### config.mk
export PLATFORM = sky130hd
export DESIGN_NAME = heap_sort_batch
export DESIGN_NICKNAME = d
export VERILOG_FILES = /design/src/sv/hsb_pkg.sv /design/src/sv/hsb_store.sv /design/src/sv/hsb_engine.sv /design/src/sv/heap_sort_batch.sv
export SDC_FILE = /design/constraint.sdc
export NUM_CORES = 2
export LEC_CHECK = 0
export ABC_AREA = 1
export BUFFER_PORTS_ARGS = -buffer_cell sky130_fd_sc_hd__buf_2
export CELL_PAD_IN_SITES_DETAIL_PLACEMENT = 1
export CELL_PAD_IN_SITES_GLOBAL_PLACEMENT = 1
export CORE_MARGIN = 2
export CORE_UTILIZATION = 29
export DETAILED_ROUTE_END_ITERATION = 8
export PLACE_DENSITY_LB_ADDON = 0.1
export SYNTH_ARGS = -nofsm -noshare
export SYNTH_HDL_FRONTEND = slang
export SYNTH_SLANG_ARGS = --single-unit
### constraint.sdc
create_clock -name clock -period 6.2 [get_ports clock]
set_input_delay 0.62 -clock clock [delete_from_list [all_inputs] [get_ports clock]]
set_output_delay 0.62 -clock clock [all_outputs]
set_load 0.01 [all_outputs]
### src/sv/hsb_pkg.sv
`timescale 1ns / 1ps
`default_nettype none
// ----------------------------------------------------------------------------
// hsb_pkg: shared types and constants for the batch heap sorter
// Item payloads, sequencer status and default store depth.
// ----------------------------------------------------------------------------
package hsb_pkg;

   localparam int DEPTH_DEFAULT = 64;
   localparam int DATA_W        = 32;

   typedef struct packed {
      logic signed [DATA_W-1:0] value;
      logic                     batch_end;
   } req_type;

   typedef struct packed {
      logic signed [DATA_W-1:0] sorted_value;
      logic                     final_flag;
      logic                     clipped;
   } rsp_type;

   // status from the sort sequencer to the top level
   typedef struct packed {
      logic busy;
      logic emit;
      logic last;
   } eng_status_type;

endpackage : hsb_pkg
`default_nettype wire

### src/sv/hsb_store.sv
`timescale 1ns / 1ps
`default_nettype none
// ----------------------------------------------------------------------------
// hsb_store: element memory
// One write port, two read ports, read data registered.
// ----------------------------------------------------------------------------
module hsb_store #(
   parameter int DEPTH = hsb_pkg::DEPTH_DEFAULT,
   parameter int AW    = $clog2(DEPTH)
) (
   input  wire logic                      clock,
   input  wire logic                      we,
   input  wire logic [AW-1:0]             waddr,
   input  wire logic [hsb_pkg::DATA_W-1:0] wdata,
   input  wire logic [AW-1:0]             ra_addr,
   input  wire logic [AW-1:0]             rb_addr,
   output logic      [hsb_pkg::DATA_W-1:0] ra_data,
   output logic      [hsb_pkg::DATA_W-1:0] rb_data
);
   import hsb_pkg::*;

   logic [DATA_W-1:0] mem [DEPTH];
   logic [DATA_W-1:0] ra_data_ff;
   logic [DATA_W-1:0] rb_data_ff;

   always_ff @(posedge clock) begin
      if (we) begin
         mem[waddr] <= wdata;
      end
      ra_data_ff <= mem[ra_addr];
      rb_data_ff <= mem[rb_addr];
   end

   assign ra_data = ra_data_ff;
   assign rb_data = rb_data_ff;

endmodule : hsb_store
`default_nettype wire

### src/sv/hsb_engine.sv
`timescale 1ns / 1ps
`default_nettype none
// ----------------------------------------------------------------------------
// hsb_engine: heapsort sequencer
// Builds a max-heap in the store, extracts it in place, then reads the
// sorted entries back out one at a time.
// ----------------------------------------------------------------------------
module hsb_engine #(
   parameter int DEPTH = hsb_pkg::DEPTH_DEFAULT,
   parameter int AW    = $clog2(DEPTH),
   parameter int CW    = $clog2(DEPTH + 1)
) (
   input  wire logic                       clock,
   input  wire logic                       reset,
   input  wire logic                       start,
   input  wire logic [CW-1:0]              len_in,
   input  wire logic                       out_room,
   output hsb_pkg::eng_status_type         status,
   output logic      [hsb_pkg::DATA_W-1:0] out_value,
   output logic                            mem_we,
   output logic      [AW-1:0]              mem_waddr,
   output logic      [hsb_pkg::DATA_W-1:0] mem_wdata,
   output logic      [AW-1:0]              ra_addr,
   output logic      [AW-1:0]              rb_addr,
   input  wire logic [hsb_pkg::DATA_W-1:0] ra_data,
   input  wire logic [hsb_pkg::DATA_W-1:0] rb_data
);
   import hsb_pkg::*;

   localparam int IW = AW + 2;

   typedef enum logic [8:0] {
      ST_IDLE = 9'b000000001,
      ST_H_RD = 9'b000000010,
      ST_H_LD = 9'b000000100,
      ST_S_RD = 9'b000001000,
      ST_S_CMP = 9'b000010000,
      ST_X_RD = 9'b000100000,
      ST_X_WR = 9'b001000000,
      ST_O_RD = 9'b010000000,
      ST_O_LD = 9'b100000000
   } state_type;

   state_type         state_ff, state_in;
   logic [CW-1:0]     n_ff, n_in;
   logic [CW-1:0]     len_ff, len_in_r;
   logic [CW-1:0]     k_ff, k_in;
   logic [AW-1:0]     pos_ff, pos_in;
   logic [DATA_W-1:0] cur_ff, cur_in;
   logic              heap_phase_ff, heap_phase_in;

   logic [CW-1:0]     km1;
   logic [IW-1:0]     lc, rc, len_ext;
   logic              lc_ok, rc_ok, take_r, move;
   logic [DATA_W-1:0] child_val;
   logic [AW-1:0]     child_idx;

   assign km1     = k_ff - CW'(1);
   assign lc      = {1'b0, pos_ff, 1'b0} + IW'(1);
   assign rc      = lc + IW'(1);
   assign len_ext = {{(IW - CW){1'b0}}, len_ff};
   assign lc_ok   = lc < len_ext;
   assign rc_ok   = rc < len_ext;

   // larger child, right one only when strictly greater
   assign take_r    = rc_ok && ($signed(rb_data) > $signed(ra_data));
   assign child_val = take_r ? rb_data : ra_data;
   assign child_idx = take_r ? rc[AW-1:0] : lc[AW-1:0];
   assign move      = lc_ok && ($signed(child_val) > $signed(cur_ff));

   assign out_value = ra_data;

   always_comb begin
      state_in      = state_ff;
      n_in          = n_ff;
      len_in_r      = len_ff;
      k_in          = k_ff;
      pos_in        = pos_ff;
      cur_in        = cur_ff;
      heap_phase_in = heap_phase_ff;
      mem_we        = 1'b0;
      mem_waddr     = pos_ff;
      mem_wdata     = cur_ff;
      ra_addr       = '0;
      rb_addr       = '0;
      status.busy   = (state_ff != ST_IDLE);
      status.emit   = 1'b0;
      status.last   = 1'b0;

      unique case (state_ff)
         ST_IDLE: begin
            if (start) begin
               n_in = len_in;
               if (len_in < CW'(2)) begin
                  k_in     = '0;
                  state_in = ST_O_RD;
               end else begin
                  heap_phase_in = 1'b1;
                  k_in          = len_in >> 1;
                  state_in      = ST_H_RD;
               end
            end
         end
         ST_H_RD: begin
            ra_addr  = km1[AW-1:0];
            state_in = ST_H_LD;
         end
         ST_H_LD: begin
            cur_in   = ra_data;
            pos_in   = km1[AW-1:0];
            len_in_r = n_ff;
            state_in = ST_S_RD;
         end
         ST_S_RD: begin
            ra_addr  = lc_ok ? lc[AW-1:0] : '0;
            rb_addr  = rc_ok ? rc[AW-1:0] : '0;
            state_in = ST_S_CMP;
         end
         ST_S_CMP: begin
            // move the hole down, or drop the held value into it
            mem_we    = 1'b1;
            mem_waddr = pos_ff;
            mem_wdata = move ? child_val : cur_ff;
            if (move) begin
               pos_in   = child_idx;
               state_in = ST_S_RD;
            end else if (heap_phase_ff) begin
               if (k_ff == CW'(1)) begin
                  heap_phase_in = 1'b0;
                  k_in          = n_ff - CW'(1);
                  state_in      = ST_X_RD;
               end else begin
                  k_in     = km1;
                  state_in = ST_H_RD;
               end
            end else begin
               if (k_ff == CW'(1)) begin
                  k_in     = '0;
                  state_in = ST_O_RD;
               end else begin
                  k_in     = km1;
                  state_in = ST_X_RD;
               end
            end
         end
         ST_X_RD: begin
            ra_addr  = '0;
            rb_addr  = k_ff[AW-1:0];
            state_in = ST_X_WR;
         end
         ST_X_WR: begin
            // old root goes to the tail, tail value sifts from the root
            mem_we    = 1'b1;
            mem_waddr = k_ff[AW-1:0];
            mem_wdata = ra_data;
            cur_in    = rb_data;
            pos_in    = '0;
            len_in_r  = k_ff;
            state_in  = ST_S_RD;
         end
         ST_O_RD: begin
            ra_addr  = k_ff[AW-1:0];
            state_in = ST_O_LD;
         end
         ST_O_LD: begin
            ra_addr = k_ff[AW-1:0];
            if (out_room) begin
               status.emit = 1'b1;
               status.last = (k_ff == n_ff - CW'(1));
               if (status.last) begin
                  state_in = ST_IDLE;
               end else begin
                  k_in     = k_ff + CW'(1);
                  state_in = ST_O_RD;
               end
            end
         end
         default: begin
            state_in = ST_IDLE;
         end
      endcase
   end

   always_ff @(posedge clock) begin
      if (reset) begin
         state_ff      <= ST_IDLE;
         heap_phase_ff <= 1'b0;
      end else begin
         state_ff      <= state_in;
         heap_phase_ff <= heap_phase_in;
      end
      n_ff   <= n_in;
      len_ff <= len_in_r;
      k_ff   <= k_in;
      pos_ff <= pos_in;
      cur_ff <= cur_in;
   end

endmodule : hsb_engine
`default_nettype wire

### src/sv/heap_sort_batch.sv
`timescale 1ns / 1ps
`default_nettype none
// ----------------------------------------------------------------------------
// heap_sort_batch: batch sorter, ascending, heapsort in a single memory
// Loads signed values into a store and emits each batch in sorted order.
// ----------------------------------------------------------------------------
// Usage:
//  - req channel: one value per item, batch_end high on the last one. While
//    loading, an item is taken every cycle. Items past DEPTH are dropped
//    and the whole batch is then reported with clipped set.
//  - After the batch_end item, req_stall rises and the store is sorted in
//    place: a max-heap build, then n-1 root extractions. Each sift starts with
//    its setup states (ST_H_RD, ST_H_LD in the build; ST_X_RD, ST_X_WR per
//    extraction), then per level one two-port read of both children and one
//    compare-and-write step; the sort time is bounded by the single store
//    and its registered read.
//  - rsp channel: n items, ascending, final_flag on the last. The first
//    result comes out once the sort of the batch is done.
//  - A result waits in the output register while rsp_stall is high; the
//    sequencer holds until the register frees. Once the last result sits in
//    that register, req_stall drops and the next batch can load.
//  - Reset clears the load count, the overflow flag and the sequencer; the
//    store content is not cleared and is only ever used after it is written.
// ----------------------------------------------------------------------------
module heap_sort_batch #(
   parameter int DEPTH = hsb_pkg::DEPTH_DEFAULT
) (
   input  wire logic             clock,
   input  wire logic             reset,
   input  wire logic             req_valid,
   output logic                  req_stall,
   input  wire hsb_pkg::req_type req_data,
   output logic                  rsp_valid,
   input  wire logic             rsp_stall,
   output hsb_pkg::rsp_type      rsp_data
);
   import hsb_pkg::*;

   localparam int AW = $clog2(DEPTH);
   localparam int CW = $clog2(DEPTH + 1);

   eng_status_type    eng_status;
   logic [DATA_W-1:0] eng_value;
   logic              eng_we;
   logic [AW-1:0]     eng_waddr;
   logic [DATA_W-1:0] eng_wdata;
   logic [AW-1:0]     ra_addr, rb_addr;
   logic [DATA_W-1:0] ra_data, rb_data;

   logic              mem_we;
   logic [AW-1:0]     mem_waddr;
   logic [DATA_W-1:0] mem_wdata;

   logic [CW-1:0]     count_ff, count_in;
   logic              overflow_ff, overflow_in;
   logic              clip_ff, clip_in;
   logic              rsp_valid_ff, rsp_valid_in;
   rsp_type           rsp_data_ff, rsp_data_in;

   logic              accept, full, start, out_room;
   logic [CW-1:0]     batch_len;

   // Load side: idle sequencer takes one item per cycle
   assign req_stall = eng_status.busy;
   assign accept    = req_valid && !req_stall;
   assign full      = (count_ff == CW'(DEPTH));
   assign start     = accept && req_data.batch_end;
   assign batch_len = full ? count_ff : count_ff + CW'(1);

   always_comb begin
      count_in    = count_ff;
      overflow_in = overflow_ff;
      clip_in     = clip_ff;
      if (accept) begin
         if (req_data.batch_end) begin
            // latch the batch clip status, restart the load count
            clip_in     = overflow_ff || full;
            count_in    = '0;
            overflow_in = 1'b0;
         end else if (full) begin
            overflow_in = 1'b1;
         end else begin
            count_in = count_ff + CW'(1);
         end
      end
   end

   // Store write port: the loader and the sequencer never overlap
   always_comb begin
      if (eng_status.busy) begin
         mem_we    = eng_we;
         mem_waddr = eng_waddr;
         mem_wdata = eng_wdata;
      end else begin
         mem_we    = accept && !full;
         mem_waddr = count_ff[AW-1:0];
         mem_wdata = req_data.value;
      end
   end

   // Output register parts the sequencer from the receiver
   assign out_room = !rsp_valid_ff || !rsp_stall;

   always_comb begin
      rsp_valid_in = rsp_valid_ff;
      rsp_data_in  = rsp_data_ff;
      if (eng_status.emit) begin
         rsp_valid_in             = 1'b1;
         rsp_data_in.sorted_value = eng_value;
         rsp_data_in.final_flag   = eng_status.last;
         rsp_data_in.clipped      = clip_ff;
      end else if (!rsp_stall) begin
         rsp_valid_in = 1'b0;
      end
   end

   always_ff @(posedge clock) begin
      if (reset) begin
         count_ff     <= '0;
         overflow_ff  <= 1'b0;
         rsp_valid_ff <= 1'b0;
      end else begin
         count_ff     <= count_in;
         overflow_ff  <= overflow_in;
         rsp_valid_ff <= rsp_valid_in;
      end
      clip_ff     <= clip_in;
      rsp_data_ff <= rsp_data_in;
   end

   assign rsp_valid = rsp_valid_ff;
   assign rsp_data  = rsp_data_ff;

   hsb_store #(
      .DEPTH (DEPTH),
      .AW    (AW)
   ) u_store (
      .clock   (clock),
      .we      (mem_we),
      .waddr   (mem_waddr),
      .wdata   (mem_wdata),
      .ra_addr (ra_addr),
      .rb_addr (rb_addr),
      .ra_data (ra_data),
      .rb_data (rb_data)
   );

   hsb_engine #(
      .DEPTH (DEPTH),
      .AW    (AW),
      .CW    (CW)
   ) u_engine (
      .clock     (clock),
      .reset     (reset),
      .start     (start),
      .len_in    (batch_len),
      .out_room  (out_room),
      .status    (eng_status),
      .out_value (eng_value),
      .mem_we    (eng_we),
      .mem_waddr (eng_waddr),
      .mem_wdata (eng_wdata),
      .ra_addr   (ra_addr),
      .rb_addr   (rb_addr),
      .ra_data   (ra_data),
      .rb_data   (rb_data)
   );

endmodule : heap_sort_batch
`default_nettype wire

# Word level (Yosys, flattened, before mapping)
# Memories as Yosys holds them, arrays and structs flattened. A register that Yosys moved wholly into a read port is not among the register bits.
# Index checks and enable logic that the tools add are counted.
# W data, S select, Z words.
# op_classes
addsub	6
magnitude_cmp	5
eq_ne	20
n_mux	51
n_reduce_logical	27
# op_table
cell	count
$pmux W32 S2	2
$mux W32	3
$pmux W9 S8	1
$gt A32 B32 Y1	2
$mux W7	9
$mux W6	8
$mux W9	4
$pmux W6 S3	2
$mux W8	3
$pmux W7 S3	1
$lt A8 B7 Y1	2
$add A7 B1 Y7 const B	2
$pmux W7 S2	1
$sub A7 B1 Y7 const B	2
$mux W1	13
$pmux W6 S2	1
$reduce_and A2 Y1	6
$ne A2 B2 Y1 const B	5
$eq A9 B1 Y1 const B	1
$eq A9 B2 Y1 const B	1
$eq A9 B3 Y1 const B	1
$eq A9 B4 Y1 const B	1
$eq A9 B5 Y1 const B	1
$eq A9 B6 Y1 const B	1
21 further kinds	36
# word_totals
register_bits	113
ram_bits	2048
input_bits	37
wordCells	124
mem_count	1
# mem_list
memory	words	width	rd	rd_clocked_by_memory_dff	write_ports	line	source
u_store.mem	64	32	2	2	1	hsb_store.sv:22	logic [DATA_W-1:0] mem [DEPTH];

# Longest topological paths before layout
# depth
ltp_word	10
ltp_mapped	35
mapped_depth_nobuf	33

# Cells and area by module
# A second synthesis with hierarchy kept.
# unflattened
hier_cells	12779
area_unflattened_um2	113522.6
# modules_own_cells
module	n_inst	cells_per_inst	area_per_inst_um2
hsb_store	1	11401	103655.7
hsb_engine	1	1143	7770.0
heap_sort_batch	1	235	2097.0

# Worst setup path before layout
# OpenSTA, ideal clock, no wires.
# synth_timing
path_type	reg2reg
from	register u_engine.pos_ff[0]
to	memory u_store.mem[0][24], data pin
setup_ns	0.356
t_arrival_ns	5.160
slack_ns	0.684
stages_incl_launch_ff	28
period_less_slack_ns	5.516
path_cell_list	edfxtp_1 ha_1 nand3_1 xor2_1 inv_1 ha_1 a21oi_1 o211ai_1 inv_1 nand2_1 a31oi_1 clkbuf_1 nand4_1 and2_1 ha_1 nand2_1 nor4_1 nand4_1 o21a_1 nand3_1 clkbuf_1 buf_2 nand3_1 nand2_1 inv_1 nand2_1 nand2_1 nand2_1
# synth_between
elab_chain_cells	10
word_cells_on_any_way	11
classes_between	add/sub (2); order compare (3); mux (4); reduce/logical (2)
# synth_lines
item	line	source
from (decl)	hsb_engine.sv:48	logic [AW-1:0] pos_ff, pos_in;
from (signal assigned)	hsb_engine.sv:195	pos_ff <= pos_in;
$add A7 B1 Y8 *	hsb_engine.sv:59	assign lc = {1'b0, pos_ff, 1'b0} + IW'(1);
$add A8 B1 Y8	hsb_engine.sv:60	assign rc = lc + IW'(1);
$lt A8 B7 Y1	hsb_engine.sv:63	assign rc_ok = rc < len_ext;
$logic_and A1 B1 Y1	hsb_engine.sv:66	assign take_r = rc_ok && ($signed(rb_data) > $signed(ra_data));
$mux W32	hsb_engine.sv:67	assign child_val = take_r ? rb_data : ra_data;
$gt A32 B32 Y1	hsb_engine.sv:69	assign move = lc_ok && ($signed(child_val) > $signed(cur_ff));
$logic_and A1 B1 Y1	hsb_engine.sv:69	
$mux W32 *	hsb_engine.sv:123	mem_wdata = move ? child_val : cur_ff;
$pmux W32 S2 *	hsb_engine.sv:90	unique case (state_ff)
$mux W32 *	heap_sort_batch.sv:90	if (eng_status.busy) begin
named net mem_wdata[24]	heap_sort_batch.sv:52	logic [DATA_W-1:0] mem_wdata;
to (decl)	hsb_store.sv:22	
# The timed path passes the listed nets; every way through them passes the cells marked *.

# Worst setup path after layout
# layout_timing
from	register u_engine.pos_ff[1]
to	memory u_store.mem[22][0], data pin
# Same word-level chain as after synthesis.

==> flow_metrics.py <==
metrics = {
    "clock_tree": {
        "clk_path_buf_depth": 4,
        "cts_tree": "built",
        "cts_root_buf": "clkbuf_16",
        "clk_pin_slew_ps": 60,
        "clk_latency_ps": 940,
        "clock_sinks": 2225,
        "numCtsBuffers": 286,
        "htree_levels": 5,
    },
    "final_layout": {
        "seq_area_um2": 66000,
        "multi_input_area_um2": 46900,
        "areaGrowthSynthToFinish_pct": 15.9,
        "n_fill_cell": 46835,
        "final_area_um2": 138000,
        "final_common_cell": "nand2_1",
        "final_net_count": 13605,
        "layout_common_cells": "nand2_1, nand3_1, edfxtp_1",
        "drive_above_1_share_pct": 8.40,
    },
    "route": {
        "vias": 109505,
        "finalWirelength_um": 629000,
        "drtIter0Drc": 11479,
        "drc": 0,
        "wl_per_cell_um": 32.8,
        "ant_nets": 0,
        "viasPerCell": 5.71,
        "drtPass1Iterations": 6,
    },
    "die": {
        "io_pins": 73,
        "start_util_pct": 29.1,
        "dieArea_um2": 417000,
        "coreArea_um2": 410000,
        "rows": 235,
        "die_y_um": 646,
        "die_w_um": 646,
    },
    "global_route": {
        "first_global_vias": 110848,
        "grt_pass1_wl_um": 877000,
        "grt_max_degree": 146,
        "overflow": 0,
        "antenna_found_initial": 40,
        "grt_use_total_pct": 29.3,
    },
    "run": {
        "max_cap_viol_count": 0,
    },
    "logic_synthesis": {
        "synthesis.area_um2": 119000,
        "yosys.cell_types.count": 50,
        "synth-seq-area-share_pct": 55.3,
        "synth_ff_type": "edfxtp_1",
        "synth_edf_count": 2142,
        "synth-async-reset-ratio_pct": 0,
        "syn_nets": 13836,
        "ys_seq_elements": 2225,
        "syn_avg_cell_area_um2": 8.71,
        "netlist_instances": 13714,
        "yosysWarningCount": 0,
    },
    "timing": {
        "rsz0062_at_grt": "false",
        "final-setup-viol-count": 0,
        "fmax_mhz": 171,
        "min_period_ps": 5830,
        "hold_violations": 0,
        "fin_skew_ps": 30.3,
        "tightest_slew_ps": 1230,
        "slew_viol_final": 0,
        "max_slew_margin_pct": 17.6,
        "finalCritPeriodShare_pct": 94.1,
        "fin_setup_tns_ps": 0,
    },
    "critical_path": {
        "crit_path_frequent_cell": "nand2_1",
        "cpMaxStageDelayCell": "edfxtp_1",
        "max_stage_delay_ps": 400,
        "critical_path_required_ps": 6970,
        "worstPathArrival_ps": 6600,
        "path_max_fanout": 42,
        "start_kind": "flip-flop",
        "critPathKind": "flip-flop to flip-flop",
        "r2r_start": "u_engine.pos_ff[1]$_DFFE_PP_",
        "worstSetupEndpointType": "flip-flop",
        "crit_path_start": "u_engine.pos_ff[1]$_DFFE_PP_",
    },
    "placed_design": {
        "hpwl_um": 352000,
        "globalplace.congestion": 0.828,
        "numPortBuffers": 72,
        "placed_area_um2": 129000,
    },
    "worst_hold_path": {
        "hold_path.startpoint": "reset",
        "hold_class": "primary input to flip-flop",
    },
    "pwr": {
        "p_per_area_nw_per_um2": 421,
        "leakage_uw": 0.0538,
        "ir_drop_mv": 0.316,
    },
    "run_status": {
        "outcome": "completed",
    },
}
-- per-stage QoR --
stage | hold slack, ps | utilization [%] | power, µW | cells | setup WS, ps
after floorplan | 400 | - | 31200 | 13714 | 684
after global placement | 440 | 31.5 | 41000 | 18645 | 136
after detailed placement | 413 | 31.5 | 41300 | 18645 | 167
after CTS | 49.3 | 33.7 | 58300 | 19153 | 87.2
after global routing | 106 | 33.8 | 60500 | 19162 | 44.6
final | 119 | 33.8 | 58200 | 19174 | 367
-- cell type report --
type / count / area share, %
flip-flops and latches: 2225 / 47.7
multi-input cells: 9834 / 33.9
clock buffers: 381 / 5.80
repair buffers: 578 / 5.24
well taps: 5451 / 4.93
inverters: 558 / 1.55
clock inverters: 126 / 0.856
diodes: 21 / 0.0380
-- power by group --
part	leakage (µW)	switching [µW]	total [µW]	internal, µW
Clock	0.00450	6980	16900	9970
Sequential	0.0200	481	20800	20300
Combinational	0.0293	15300	20500	5150
Total	0.0538	22800	58200	35400
-- metal layers --
metal | vias to the layer above | wire length [µm] | GRT usage (%)
met1 | 57081 | 274000 | 39.6
met2 | 4420 | 290000 | 47.8
li1 | 47000 | - | -
met3 | 992 | 40900 | 4.23
met5 | - | 82 | 0
met4 | 12 | 24100 | 10.1
-- worst max-delay path, delay by kind of cell, from the launching register on --
kind                       cells  cell delay (ps)
DFF                            1              400
adders and majority gates      2              570
xor gates and xnor gates       1              160
AOI/OAI and AO/OA              2              380
and+or+nand+nor               18             2510
buffers and inverters          9             1500
-- registers in the layout, indices dropped and copies added, names as in the netlist, 6 cells and up --
| name | flops |
|---|---|
| u_store.mem | 2048 |
| u_store.rb_data | 32 |
| count_ff | 7 |
| rsp_data | 34 |
| u_engine.cur_ff | 32 |
| u_engine.n_ff | 7 |
| u_engine.pos_ff | 6 |
| u_store.ra_data | 32 |
| u_engine.len_ff | 7 |
| u_engine.k_ff | 7 |
| u_engine.state_ff | 9 |
-- synth_stat cells, types with 2 or more instances --
library cell / count / area (µm²)
buf_2: 578 / 2890
clkinv_1: 2 / 7.51
o22ai_1: 8 / 50.1
xor2_1: 17 / 149
clkbuf_1: 342 / 1280
nand2_1: 4331 / 16300
a21oi_1: 92 / 460
nor4_1: 5 / 31.3
nand2_2: 7 / 43.8
mux2i_1: 93 / 931
o21a_1: 6 / 45.0
a21o_1: 3 / 22.5
or2_0: 64 / 400
dfxtp_1: 83 / 1660
ha_1: 85 / 1060
buf_4: 54 / 405
nand4_1: 140 / 876
buf_1: 99 / 372
and2_1: 31 / 194
o21bai_1: 3 / 22.5
nor2_4: 6 / 67.6
nand3b_1: 305 / 2290
nor3_2: 3 / 30.0
xnor2_1: 4 / 35.0
a22oi_1: 3 / 22.5
o221ai_1: 5 / 43.8
nand3_2: 3 / 30.0
buf_6: 24 / 270
nand3_1: 4214 / 21100
or2_2: 26 / 163
edfxtp_1: 2142 / 64300
inv_1: 542 / 2030
inv_2: 14 / 52.6
nor2_1: 153 / 574
o21ai_0: 198 / 991
nor3_1: 8 / 40.0
nor2_2: 3 / 18.8
nand2_4: 6 / 67.6
-- worst paths after layout --
kind / cells past startpoint / slack [ps] / end
setup / recovery: 32 / 370 / u_store.mem[22][0]$_DFFE_PP_
hold / removal: 2 / 120 / u_engine.state_ff[3]$_SDFFE_PP0P_
setup reg to reg: 32 / 370 / u_store.mem[22][0]$_DFFE_PP_
hold reg to reg: 0 / 420 / rsp_data[0]$_DFFE_PP_
-- what timing repair did --
item | CTS | global route
endpoints found under the hold margin | 1 | 0
hold buffers | 1 | 0
endpoints found under the setup margin | 0 | 2007
resized for setup | 0 | 6
setup buffers | 0 | 0
-- logic make-up (layout without fill, tap and decap cells) --
logic type      Yosys count  in the layout  synth area share [%]
compound gates          326            326                  1.45
xor+xnor                 21             21                 0.154
fa+ha+maj                85             85                 0.891
buf+inv                1655           1643                  6.13
flops                  2225           2225                  55.3
mux                      93             93                 0.780
other cells               0             21                     0
simple gates           9309           9309                  35.3
No activity file was read; power rests on OpenSTA's default activity.
